$ cat config.mk
export PLATFORM = sky130hd
export DESIGN_NAME = worker_pool_dispatcher_unit
export DESIGN_NICKNAME = d
export VERILOG_FILES = /design/src/design/wpd_pkg.sv /design/src/design/wpd_ctrl.sv /design/src/design/wpd_dp.sv /design/src/design/worker_pool_dispatcher_unit.sv
export SDC_FILE = /design/constraint.sdc
export NUM_CORES = 2
export LEC_CHECK = 0
export ABC_AREA = 1
export ABC_CLOCK_PERIOD_IN_PS = 11550
export BUFFER_PORTS_ARGS = -buffer_cell sky130_fd_sc_hd__clkbuf_2
export CORE_MARGIN = 10
export CORE_UTILIZATION = 50
export DETAILED_ROUTE_END_ITERATION = 10
export GPL_ROUTABILITY_DRIVEN = 1
export HOLD_SLACK_MARGIN = 0.1
export PLACE_DENSITY = 0.7
export SETUP_SLACK_MARGIN = 0.2
export SLEW_MARGIN = 20
export SYNTH_ARGS = -nofsm -noshare
export SYNTH_HDL_FRONTEND = slang
export SYNTH_SLANG_ARGS = --single-unit
$ cat constraint.sdc
create_clock -name clk -period 11.55 [get_ports clk]
set_clock_uncertainty 0.05 [all_clocks]
set_input_delay 2.31 -clock clk [delete_from_list [all_inputs] [get_ports clk]]
set_output_delay 2.31 -clock clk [all_outputs]
set_load 0.02 [all_outputs]
$ cat src/design/wpd_pkg.sv
// ----------------------------------------------------------------------------
// wpd_pkg
// Shared types and constants of the worker pool dispatcher.
// ----------------------------------------------------------------------------
package wpd_pkg;

    localparam int NUM_WORKERS = 8;
    localparam int NUM_PROCS   = 256;

    localparam int W_W    = $clog2(NUM_WORKERS);      // worker index
    localparam int P_W    = $clog2(NUM_PROCS);        // process index
    localparam int CNT_W  = $clog2(NUM_WORKERS + 1);  // free worker count
    localparam int CMD_W  = 2;
    localparam int ST_W   = 3;

    // pending search: groups of PGRP processes, one OR summary per group
    localparam int PGRP     = 16;
    localparam int J_W      = $clog2(PGRP);
    localparam int NUM_PGRP = (NUM_PROCS + PGRP - 1) / PGRP;
    localparam int G_W      = (NUM_PGRP > 1) ? $clog2(NUM_PGRP) : 1;
    localparam int PI_W     = G_W + J_W;
    localparam int PEND_N   = NUM_PGRP * PGRP;

    // stream payload layout
    localparam int IN_USER_W  = CMD_W + 1;
    localparam int IN_USED_W  = 8 + 3 + 1;
    localparam int IN_DATA_W  = ((IN_USED_W + 7) / 8) * 8;
    localparam int OUT_USED_W = ST_W + 1 + 3 + 8 + 1 + 1 + 4;
    localparam int OUT_DATA_W = ((OUT_USED_W + 7) / 8) * 8;

    typedef enum logic [CMD_W-1:0] {
        CMD_START  = 2'd0,
        CMD_FINISH = 2'd1,
        CMD_QUERY  = 2'd2,
        CMD_NONE   = 2'd3
    } cmd_t;

    typedef enum logic [ST_W-1:0] {
        ST_OK           = 3'd0,
        ST_TWO_CALLS    = 3'd1,
        ST_TWO_DEFERRED = 3'd2,
        ST_STALE        = 3'd3,
        ST_NOT_BUSY     = 3'd4
    } status_t;

    typedef struct packed {
        logic normal_work;
        logic deferred_work;
        logic active;
    } proc_flags_t;

    // controller -> datapath
    typedef struct packed {
        logic capture;
        logic rd_req;
        logic eval;
        logic fin;
        logic grp;
        logic sel;
        logic rd_pend;
        logic handover;
        logic load_out;
    } wpd_ctrl_t;

    // datapath -> controller
    typedef struct packed {
        cmd_t cmd;
        logic fin_ok;
        logic any_pending;
        logic out_free;
    } wpd_stat_t;

endpackage

$ cat src/design/wpd_ctrl.sv
// ----------------------------------------------------------------------------
// wpd_ctrl
// Sequencer: steps one transaction through decode, table access, pending
// search and result hand-off.
// ----------------------------------------------------------------------------
module wpd_ctrl (
    input  logic              clk,
    input  logic              rst_n,
    input  logic              s_tvalid,
    output logic              s_tready,
    input  wpd_pkg::wpd_stat_t stat,
    output wpd_pkg::wpd_ctrl_t ctrl
);
    import wpd_pkg::*;

    typedef enum logic [3:0] {
        S_IDLE,
        S_DEC,
        S_EVAL,
        S_FIN,
        S_GRP,
        S_SEL,
        S_PRD,
        S_BIND,
        S_OUT
    } state_t;

    state_t state_reg, state_next;

    always_comb
    begin
        state_next = state_reg;
        ctrl       = '0;
        unique case (state_reg)
            S_IDLE:
            begin
                if (s_tvalid && s_tready)
                begin
                    ctrl.capture = 1'b1;
                    state_next   = S_DEC;
                end
            end
            S_DEC:
            begin
                // read of the process entry is harmless for other commands
                ctrl.rd_req = 1'b1;
                unique case (stat.cmd)
                    CMD_START, CMD_QUERY: state_next = S_EVAL;
                    CMD_FINISH:           state_next = S_FIN;
                    default:              state_next = S_OUT;
                endcase
            end
            S_EVAL:
            begin
                ctrl.eval  = 1'b1;
                state_next = S_OUT;
            end
            S_FIN:
            begin
                ctrl.fin   = 1'b1;
                state_next = stat.fin_ok ? S_GRP : S_OUT;
            end
            S_GRP:
            begin
                ctrl.grp   = 1'b1;
                state_next = stat.any_pending ? S_SEL : S_OUT;
            end
            S_SEL:
            begin
                ctrl.sel   = 1'b1;
                state_next = S_PRD;
            end
            S_PRD:
            begin
                ctrl.rd_pend = 1'b1;
                state_next   = S_BIND;
            end
            S_BIND:
            begin
                ctrl.handover = 1'b1;
                state_next    = S_OUT;
            end
            S_OUT:
            begin
                if (stat.out_free)
                begin
                    ctrl.load_out = 1'b1;
                    state_next    = S_IDLE;
                end
            end
            default:
            begin
                state_next = S_IDLE;
            end
        endcase
    end

    always_ff @(posedge clk or negedge rst_n)
    begin
        if (!rst_n)
        begin
            state_reg <= S_IDLE;
            s_tready  <= 1'b0;
        end
        else
        begin
            state_reg <= state_next;
            s_tready  <= (state_next == S_IDLE);
        end
    end

endmodule

$ cat src/design/wpd_dp.sv
// ----------------------------------------------------------------------------
// wpd_dp
// Datapath: request registers, per-process flag memory with valid bits,
// pending table with group search, worker table and result register.
// ----------------------------------------------------------------------------
module wpd_dp (
    input  logic                              clk,
    input  logic                              rst_n,
    input  logic [wpd_pkg::IN_USER_W-1:0]     s_tuser,
    input  logic [wpd_pkg::IN_DATA_W-1:0]     s_tdata,
    output logic                              m_tvalid,
    input  logic                              m_tready,
    output logic [wpd_pkg::OUT_DATA_W-1:0]    m_tdata,
    input  wpd_pkg::wpd_ctrl_t                ctrl,
    output wpd_pkg::wpd_stat_t                stat
);
    import wpd_pkg::*;

    // request
    cmd_t             req_cmd_reg;
    logic [P_W-1:0]   req_p_reg;
    logic [W_W-1:0]   req_w_reg;
    logic             req_pm_reg;
    logic             req_spare_reg;

    // per-process flags
    proc_flags_t      pmem [NUM_PROCS];
    logic [NUM_PROCS-1:0] vld_reg;
    proc_flags_t      rd_reg;
    logic             rd_vld_reg;
    logic [P_W-1:0]   rd_addr;
    logic             wr_en;
    logic [P_W-1:0]   wr_addr;
    proc_flags_t      wr_data;
    proc_flags_t      flags_rd;

    // pending table
    logic [PEND_N-1:0]   pend_reg;
    logic [NUM_PGRP-1:0] grp_any;
    logic [G_W-1:0]      grp_first;
    logic [G_W-1:0]      grp_reg;
    logic [PGRP-1:0]     grp_slice;
    logic [J_W-1:0]      slot_first;
    logic [P_W-1:0]      pend_idx_reg;
    logic                pend_p;

    // workers
    logic [NUM_WORKERS-1:0] busy_reg;
    logic [P_W-1:0]   wproc_reg [NUM_WORKERS];
    logic [CNT_W-1:0] free_cnt;
    logic [W_W-1:0]   first_free;
    logic             fin_ok;
    logic [P_W-1:0]   fin_proc;

    // start / query evaluation
    logic             proc_idle;
    status_t          st_start;
    logic             start_ok;
    logic             start_bind;
    logic             query_cs;

    // result
    status_t          res_status_reg;
    logic             res_assigned_reg;
    logic [W_W-1:0]   res_sw_reg;
    logic [P_W-1:0]   res_sp_reg;
    logic             res_queued_reg;
    logic             res_cs_reg;
    logic             out_valid_reg;
    logic [OUT_DATA_W-1:0] out_data_reg;

    // ---------------------------------------------------------------- workers
    always_comb
    begin
        free_cnt   = CNT_W'($countones(~busy_reg));
        first_free = '0;
        for (int i = NUM_WORKERS - 1; i >= 0; i--)
        begin
            if (!busy_reg[i])
                first_free = W_W'(i);
        end
    end

    assign fin_ok   = (int'(req_w_reg) < NUM_WORKERS) && busy_reg[req_w_reg];
    assign fin_proc = wproc_reg[req_w_reg];

    // ------------------------------------------------------- start and query
    assign flags_rd  = rd_vld_reg ? rd_reg : proc_flags_t'('0);
    assign pend_p    = pend_reg[PI_W'(req_p_reg)];
    assign proc_idle = !pend_p && !flags_rd.active;

    always_comb
    begin
        st_start = ST_OK;
        if (!proc_idle)
        begin
            priority if (!req_pm_reg && flags_rd.normal_work)
                st_start = ST_TWO_CALLS;
            else if (req_pm_reg && flags_rd.deferred_work)
                st_start = ST_TWO_DEFERRED;
            else
                st_start = ST_OK;
        end
        else if (flags_rd.normal_work || flags_rd.deferred_work)
        begin
            st_start = ST_STALE;
        end
    end

    assign start_ok   = (st_start == ST_OK);
    // keep one worker spare unless the caller may take the last one
    assign start_bind = proc_idle &&
                        (free_cnt >= (req_spare_reg ? CNT_W'(1) : CNT_W'(2)));
    assign query_cs   = proc_idle ? 1'b1 : (flags_rd.normal_work ? 1'b0 : pend_p);

    // ---------------------------------------------------------- pending search
    always_comb
    begin
        grp_first = '0;
        for (int g = NUM_PGRP - 1; g >= 0; g--)
        begin
            grp_any[g] = |pend_reg[g*PGRP +: PGRP];
            if (grp_any[g])
                grp_first = G_W'(g);
        end
    end

    assign grp_slice = pend_reg[{grp_reg, {J_W{1'b0}}} +: PGRP];

    always_comb
    begin
        slot_first = '0;
        for (int j = PGRP - 1; j >= 0; j--)
        begin
            if (grp_slice[j])
                slot_first = J_W'(j);
        end
    end

    // ------------------------------------------------------------ flag memory
    assign rd_addr = ctrl.rd_pend ? pend_idx_reg : req_p_reg;

    always_comb
    begin
        wr_en   = 1'b0;
        wr_addr = req_p_reg;
        wr_data = flags_rd;
        if (ctrl.eval && (req_cmd_reg == CMD_START) && start_ok)
        begin
            wr_en = 1'b1;
            if (req_pm_reg)
                wr_data.deferred_work = 1'b1;
            else
                wr_data.normal_work = 1'b1;
            if (start_bind)
                wr_data.active = 1'b1;
        end
        else if (ctrl.fin && fin_ok)
        begin
            wr_en   = 1'b1;
            wr_addr = fin_proc;
            wr_data = '0;
        end
        else if (ctrl.handover)
        begin
            wr_en          = 1'b1;
            wr_addr        = pend_idx_reg;
            wr_data.active = 1'b1;
        end
    end

    always_ff @(posedge clk)
    begin
        if (wr_en)
            pmem[wr_addr] <= wr_data;
        if (ctrl.rd_req || ctrl.rd_pend)
            rd_reg <= pmem[rd_addr];
    end

    // ------------------------------------------------------------ control state
    always_ff @(posedge clk or negedge rst_n)
    begin
        if (!rst_n)
        begin
            vld_reg       <= '0;
            rd_vld_reg    <= 1'b0;
            pend_reg      <= '0;
            busy_reg      <= '0;
            out_valid_reg <= 1'b0;
        end
        else
        begin
            if (wr_en)
                vld_reg[wr_addr] <= 1'b1;
            if (ctrl.rd_req || ctrl.rd_pend)
                rd_vld_reg <= vld_reg[rd_addr];

            if (ctrl.eval && (req_cmd_reg == CMD_START) && start_ok && proc_idle)
            begin
                if (start_bind)
                    busy_reg[first_free] <= 1'b1;
                else
                    pend_reg[PI_W'(req_p_reg)] <= 1'b1;
            end
            if (ctrl.fin && fin_ok)
                busy_reg[req_w_reg] <= 1'b0;
            if (ctrl.handover)
            begin
                busy_reg[req_w_reg]           <= 1'b1;
                pend_reg[PI_W'(pend_idx_reg)] <= 1'b0;
            end

            if (ctrl.load_out)
                out_valid_reg <= 1'b1;
            else if (m_tready)
                out_valid_reg <= 1'b0;
        end
    end

    // ---------------------------------------------------------------- payload
    always_ff @(posedge clk)
    begin
        if (ctrl.capture)
        begin
            req_cmd_reg      <= cmd_t'(s_tuser[CMD_W-1:0]);
            req_pm_reg       <= s_tuser[CMD_W];
            req_p_reg        <= s_tdata[P_W-1:0];
            req_w_reg        <= s_tdata[8 +: W_W];
            req_spare_reg    <= s_tdata[11];
            res_status_reg   <= ST_OK;
            res_assigned_reg <= 1'b0;
            res_sw_reg       <= '0;
            res_sp_reg       <= '0;
            res_queued_reg   <= 1'b0;
            res_cs_reg       <= 1'b0;
        end

        if (ctrl.eval)
        begin
            if (req_cmd_reg == CMD_START)
            begin
                res_status_reg <= st_start;
                if (start_ok && proc_idle)
                begin
                    if (start_bind)
                    begin
                        res_assigned_reg      <= 1'b1;
                        res_sw_reg            <= first_free;
                        res_sp_reg            <= req_p_reg;
                        wproc_reg[first_free] <= req_p_reg;
                    end
                    else
                    begin
                        res_queued_reg <= 1'b1;
                    end
                end
            end
            else
            begin
                res_cs_reg <= query_cs;
            end
        end

        if (ctrl.fin && !fin_ok)
            res_status_reg <= ST_NOT_BUSY;

        if (ctrl.grp)
            grp_reg <= grp_first;
        if (ctrl.sel)
            pend_idx_reg <= P_W'({grp_reg, slot_first});

        if (ctrl.handover)
        begin
            res_assigned_reg     <= 1'b1;
            res_sw_reg           <= req_w_reg;
            res_sp_reg           <= pend_idx_reg;
            wproc_reg[req_w_reg] <= pend_idx_reg;
        end

        if (ctrl.load_out)
        begin
            out_data_reg <= OUT_DATA_W'({free_cnt, res_cs_reg, res_queued_reg,
                                         res_sp_reg, res_sw_reg, res_assigned_reg,
                                         res_status_reg});
        end
    end

    assign m_tvalid         = out_valid_reg;
    assign m_tdata          = out_data_reg;
    assign stat.cmd         = req_cmd_reg;
    assign stat.fin_ok      = fin_ok;
    assign stat.any_pending = |grp_any;
    assign stat.out_free    = !out_valid_reg || m_tready;

endmodule

$ cat src/design/worker_pool_dispatcher_unit.sv
// ----------------------------------------------------------------------------
// worker_pool_dispatcher_unit
// Binds client-process jobs to a pool of workers, keeping one worker spare unless the caller may take the last one.
// ----------------------------------------------------------------------------
// One transaction is handled at a time. START and QUERY go through decode,
// a read of the process entry and evaluation; FINISH of a busy worker clears
// its process entry and, when a process is pending, hands it to the freed
// worker. The time taken by FINISH is set by the read-modify-write of the
// per-process flag memory and by the two-level search of the pending table
// (lowest group, then lowest process inside that group). The result
// register frees the input side while a result waits to be taken. Reset is
// immediate: per-process entries carry valid bits, so there is no clearing
// pass.
module worker_pool_dispatcher_unit (
    input  logic                            clk,
    input  logic                            rst_n,
    input  logic                            s_tvalid,
    output logic                            s_tready,
    // cmd[1:0], deferred[2]
    input  logic [wpd_pkg::IN_USER_W-1:0]   s_tuser,
    // process_index[7:0], worker_index[10:8], take_last[11], zero[15:12]
    input  logic [wpd_pkg::IN_DATA_W-1:0]   s_tdata,
    output logic                            m_tvalid,
    input  logic                            m_tready,
    // status[2:0], assigned[3], served_worker[6:4], served_process[14:7],
    // queued[15], can_start[16], free_workers[20:17], zero[23:21]
    output logic [wpd_pkg::OUT_DATA_W-1:0]  m_tdata
);
    import wpd_pkg::*;

    wpd_ctrl_t ctrl;
    wpd_stat_t stat;

    wpd_ctrl u_ctrl (
        .clk      (clk),
        .rst_n    (rst_n),
        .s_tvalid (s_tvalid),
        .s_tready (s_tready),
        .stat     (stat),
        .ctrl     (ctrl)
    );

    wpd_dp u_dp (
        .clk      (clk),
        .rst_n    (rst_n),
        .s_tuser  (s_tuser),
        .s_tdata  (s_tdata),
        .m_tvalid (m_tvalid),
        .m_tready (m_tready),
        .m_tdata  (m_tdata),
        .ctrl     (ctrl),
        .stat     (stat)
    );

`ifndef SYNTHESIS
    // one transaction in flight: ready drops right after an accept
    a_one_in_flight: assert property (@(posedge clk) disable iff (!rst_n)
        s_tvalid && s_tready |=> !s_tready)
        else $error("input accepted while a transaction is in flight");

    a_free_range: assert property (@(posedge clk) disable iff (!rst_n)
        m_tvalid |-> (m_tdata[20:17] <= CNT_W'(NUM_WORKERS)))
        else $error("free worker count out of range");

    a_bind_or_queue: assert property (@(posedge clk) disable iff (!rst_n)
        m_tvalid |-> !(m_tdata[3] && m_tdata[15]))
        else $error("process both bound and queued");

    a_error_no_effect: assert property (@(posedge clk) disable iff (!rst_n)
        m_tvalid && (m_tdata[2:0] != ST_OK) |-> !m_tdata[3] && !m_tdata[15])
        else $error("error status with a binding or queueing");
`endif

endmodule
==> metrics.yaml <==
critPathBufInv: 4
nNetsFinal: 7654
path_max_fanout: 59
power_mw: 14.4
p_comb_share_pct: 22.8
cts_sinks: 1430
area_growth_pct: 9.48
yosysWarnings: 0
seqPwrFrac_pct: 41.5
die_w_um: 393
arrival_ps: 7640
synthCells: 7852
cts_made_buffers: 155
grt_pass1_vias: 54600
ctsRootBufferMaster: "clkbuf_16"
critPathRequiredTime_ps: 11920
clock_latency_ps: 820
fillers: 12200
avgSynthCellArea_um2: 8.84
fp.coreArea_um2: 138000
finalHoldViolCount: 0
p_switching_mw: 4.83
mostFrequentLayoutCells: "nor2_1 (1,578), nand2_1 (1,218), o21ai_0 (997)"
synthSimpleGateAreaFrac_pct: 19.6
critPathKind: "reg -> reg"
multi_input_area_um2: 25200
synthArstFlopShare_pct: 36.9
finish.instance_area_um2: 76000
drtIter0Drc: 7795
worstSetupEndpointType: "flop"
hold_path_class: "reg -> reg"
critPathMaxStageDelay_ps: 990
layout_commonest_cell: "nor2_1"
post-route-min-period_ps: 7270
worst_setup_path_start_kind: "flop"
synth_fa_ha_area_share_pct: 0.314
post_cts_buffers: 0
final_cells: 9539
ys_seq_elements: 1430
holdBufCountCts: 0
powerDensity_nw_per_um2: 189
finalCritPeriodShare_pct: 62.9
tritoncts: "built"
muxShareOfSynthArea_pct: 0
dp_cells: 9251
die_h_um: 393
numPortBuffers: 41
grt_max_degree: 212
setup_viol: 0
critical_path.cell_chain: "inv_2 -> nand2_2 -> buf_4 -> inv_2 -> nand2_1 -> nand4_1 -> nand2_1 -> nand2_1 -> nor2_1 -> nor2_1 -> nor2_1 -> nand2_1 -> nand2_1 -> nand2_1 -> nor2_2 -> nand3_4 -> inv_1 -> nand3_1 -> nand2_1 -> nand2_1 -> nor2_1"
largest_reg_flops: 768
wl_per_cell_um: 23.2
max_freq_mhz: 138
internal_power_mw: 9.55
synth_top_flop_cell: "edfxtp_1"
synth.distinct_cells: 47
num_vias: 58600
hpwlAfterDp_um: 126000
timing.setup.tns_ps: 0
tightestPinTransition_ps: 1290
power_leakage_nw: 28.3
rsz0062_at_grt: "no"
via_per_inst: 6.14
slew_headroom_pct: 13.8
hold-worst-slack_ps: 382
yosys.area_share.xor_xnor_pct: 0
drv_cap: 0
clkTransAtPathRegs_ps: 60
synth_top_family_by_area: "simple AND/OR/NAND/NOR gates"
htreeDepth: 4
clock_path_buffers: 3
p_sw_share_pct: 33.6
gp_congestion: 1.02
firstDrtPassIters: 8
cp_top_family: "simple AND/OR/NAND/NOR gates"
syn_area_um2: 69400
wirelength_um: 221000
seqCellArea_um2: 40100
gr-total-overflow: 0
pwr-share-clk_pct: 35.7
slowest_stage: "edfxtp_1"
drtAntennaViolNets: 0
num_antenna_cells: 0
rows: 136
synth_compound_area_share_pct: 16.2
drc_errors: 0
grt_pass1_wl_um: 334000
place_area_um2: 70700
post_cts_resize_count: 0
initial_core_util_pct: 50.4
ioPinCount: 49
vdd_drop_max_mv: 0.282
outcome: "finished, final reports clean"
grt_usage_pct: 28.0
ys_seq_area_share_pct: 57.8
cpMostUsedCell: "nand2_1"
antenna_found_initial: 4
synth_edf_count: 883
drive_above_1_share_pct: 5.82
dieArea_um2: 154000
slew_violations: 0
[synthesized netlist by cell type (8+ instances only)]
cell	n	share of area [%]
o221ai_1	36	0.45
o22ai_1	155	1.4
nor3_1	29	0.21
clkinv_1	20	0.11
inv_2	8	0.043
nor2_2	14	0.13
buf_4	20	0.22
edfxtp_1	883	38
dfxtp_1	20	0.58
nand2_1	1225	6.6
o21ai_1	86	0.62
o32ai_1	16	0.20
nor2_1	1582	8.6
inv_1	475	2.6
o211ai_1	165	1.8
buf_1	25	0.14
o21ai_0	999	7.2
nor4_1	54	0.49
o21bai_1	210	2.3
buf_2	119	0.86
nand4_1	51	0.46
a21oi_1	288	2.1
dfrtp_1	527	19
nand3_1	405	2.9
ha_1	11	0.20
clkbuf_1	388	2.1
[metrics by stage]
stage | setup WS, ps | utilization, %
after global placement | 4670 | 51.3
final | 4280 | 55.2
after detailed placement | 4700 | 51.3
after global routing | 4060 | 55.2
after floorplan | 484 | -
after CTS | 4600 | 55.1
[power groups by stage]
stage	clock network, mW	logic [mW]	registers, mW
final	5.13	3.28	5.97
after global routing	5.40	3.54	5.98
after CTS	5.18	3.21	5.97
after detailed placement	0	3.19	6.07
after global placement	0	3.15	6.07
after floorplan	0	2.06	6.18
[cell families (layout without fill, tap and decap cells)]
kind of cell,after synthesis,count (layout)
and+or+nand+nor,3380,3380
AOI/OAI and AO/OA,1969,1969
DFF,1430,1430
buffers and inverters,1057,948
adders and majority gates,15,15
other,1,3
[path summary, 6_finish.rpt]
path                                       start                   end  slack (ps)  depth (start not counted)
max in group asynchronous                  rst_n    u_dp.pend_reg[155]        8050                          4
min                        u_dp.res_assigned_reg       u_dp.m_tdata[3]         380                          0
max reg2reg                    u_dp.req_p_reg[1]  u_dp.wproc_reg[1][0]        4280                         21
max                            u_dp.req_p_reg[1]  u_dp.wproc_reg[1][0]        4280                         21
min in group asynchronous                  rst_n      u_dp.busy_reg[7]        1440                          1
min reg2reg                u_dp.res_assigned_reg       u_dp.m_tdata[3]         380                          0
[final cells by class]
cell class                 count  share of cell area (%)
multi-input combinational   5367                    33.2
sequential                  1430                    52.8
clock buffer                 198                    5.47
clock inverter                88                    1.39
inverter                     503                    2.51
tap                         1794                    2.95
timing repair buffer         159                    1.66
[worst register-to-register path: stages, from the launching register on]
cell and delay [ps]:
edfxtp_1 990, inv_2 580, nand2_2 670, buf_4 430, inv_2 430, nand2_1 160
nand4_1 80, nand2_1 60, nand2_1 110, nor2_1 110, nor2_1 50, nor2_1 190
nand2_1 70, nand2_1 80, nand2_1 230, nor2_2 330, nand3_4 560, inv_1 310
nand3_1 370, nand2_1 200, nand2_1 170, nor2_1 660
[layer usage]
metal | GRT usage (%) | wire length [um] | vias up
li1 | - | - | 26300
met1 | 38.1 | 87900 | 28200
met2 | 42.8 | 98600 | 3426
met3 | 5.44 | 22900 | 671
met4 | 14.0 | 11900 | 4
met5 | 0 | 26 | -
No activity file was read; power rests on OpenSTA's default activity.
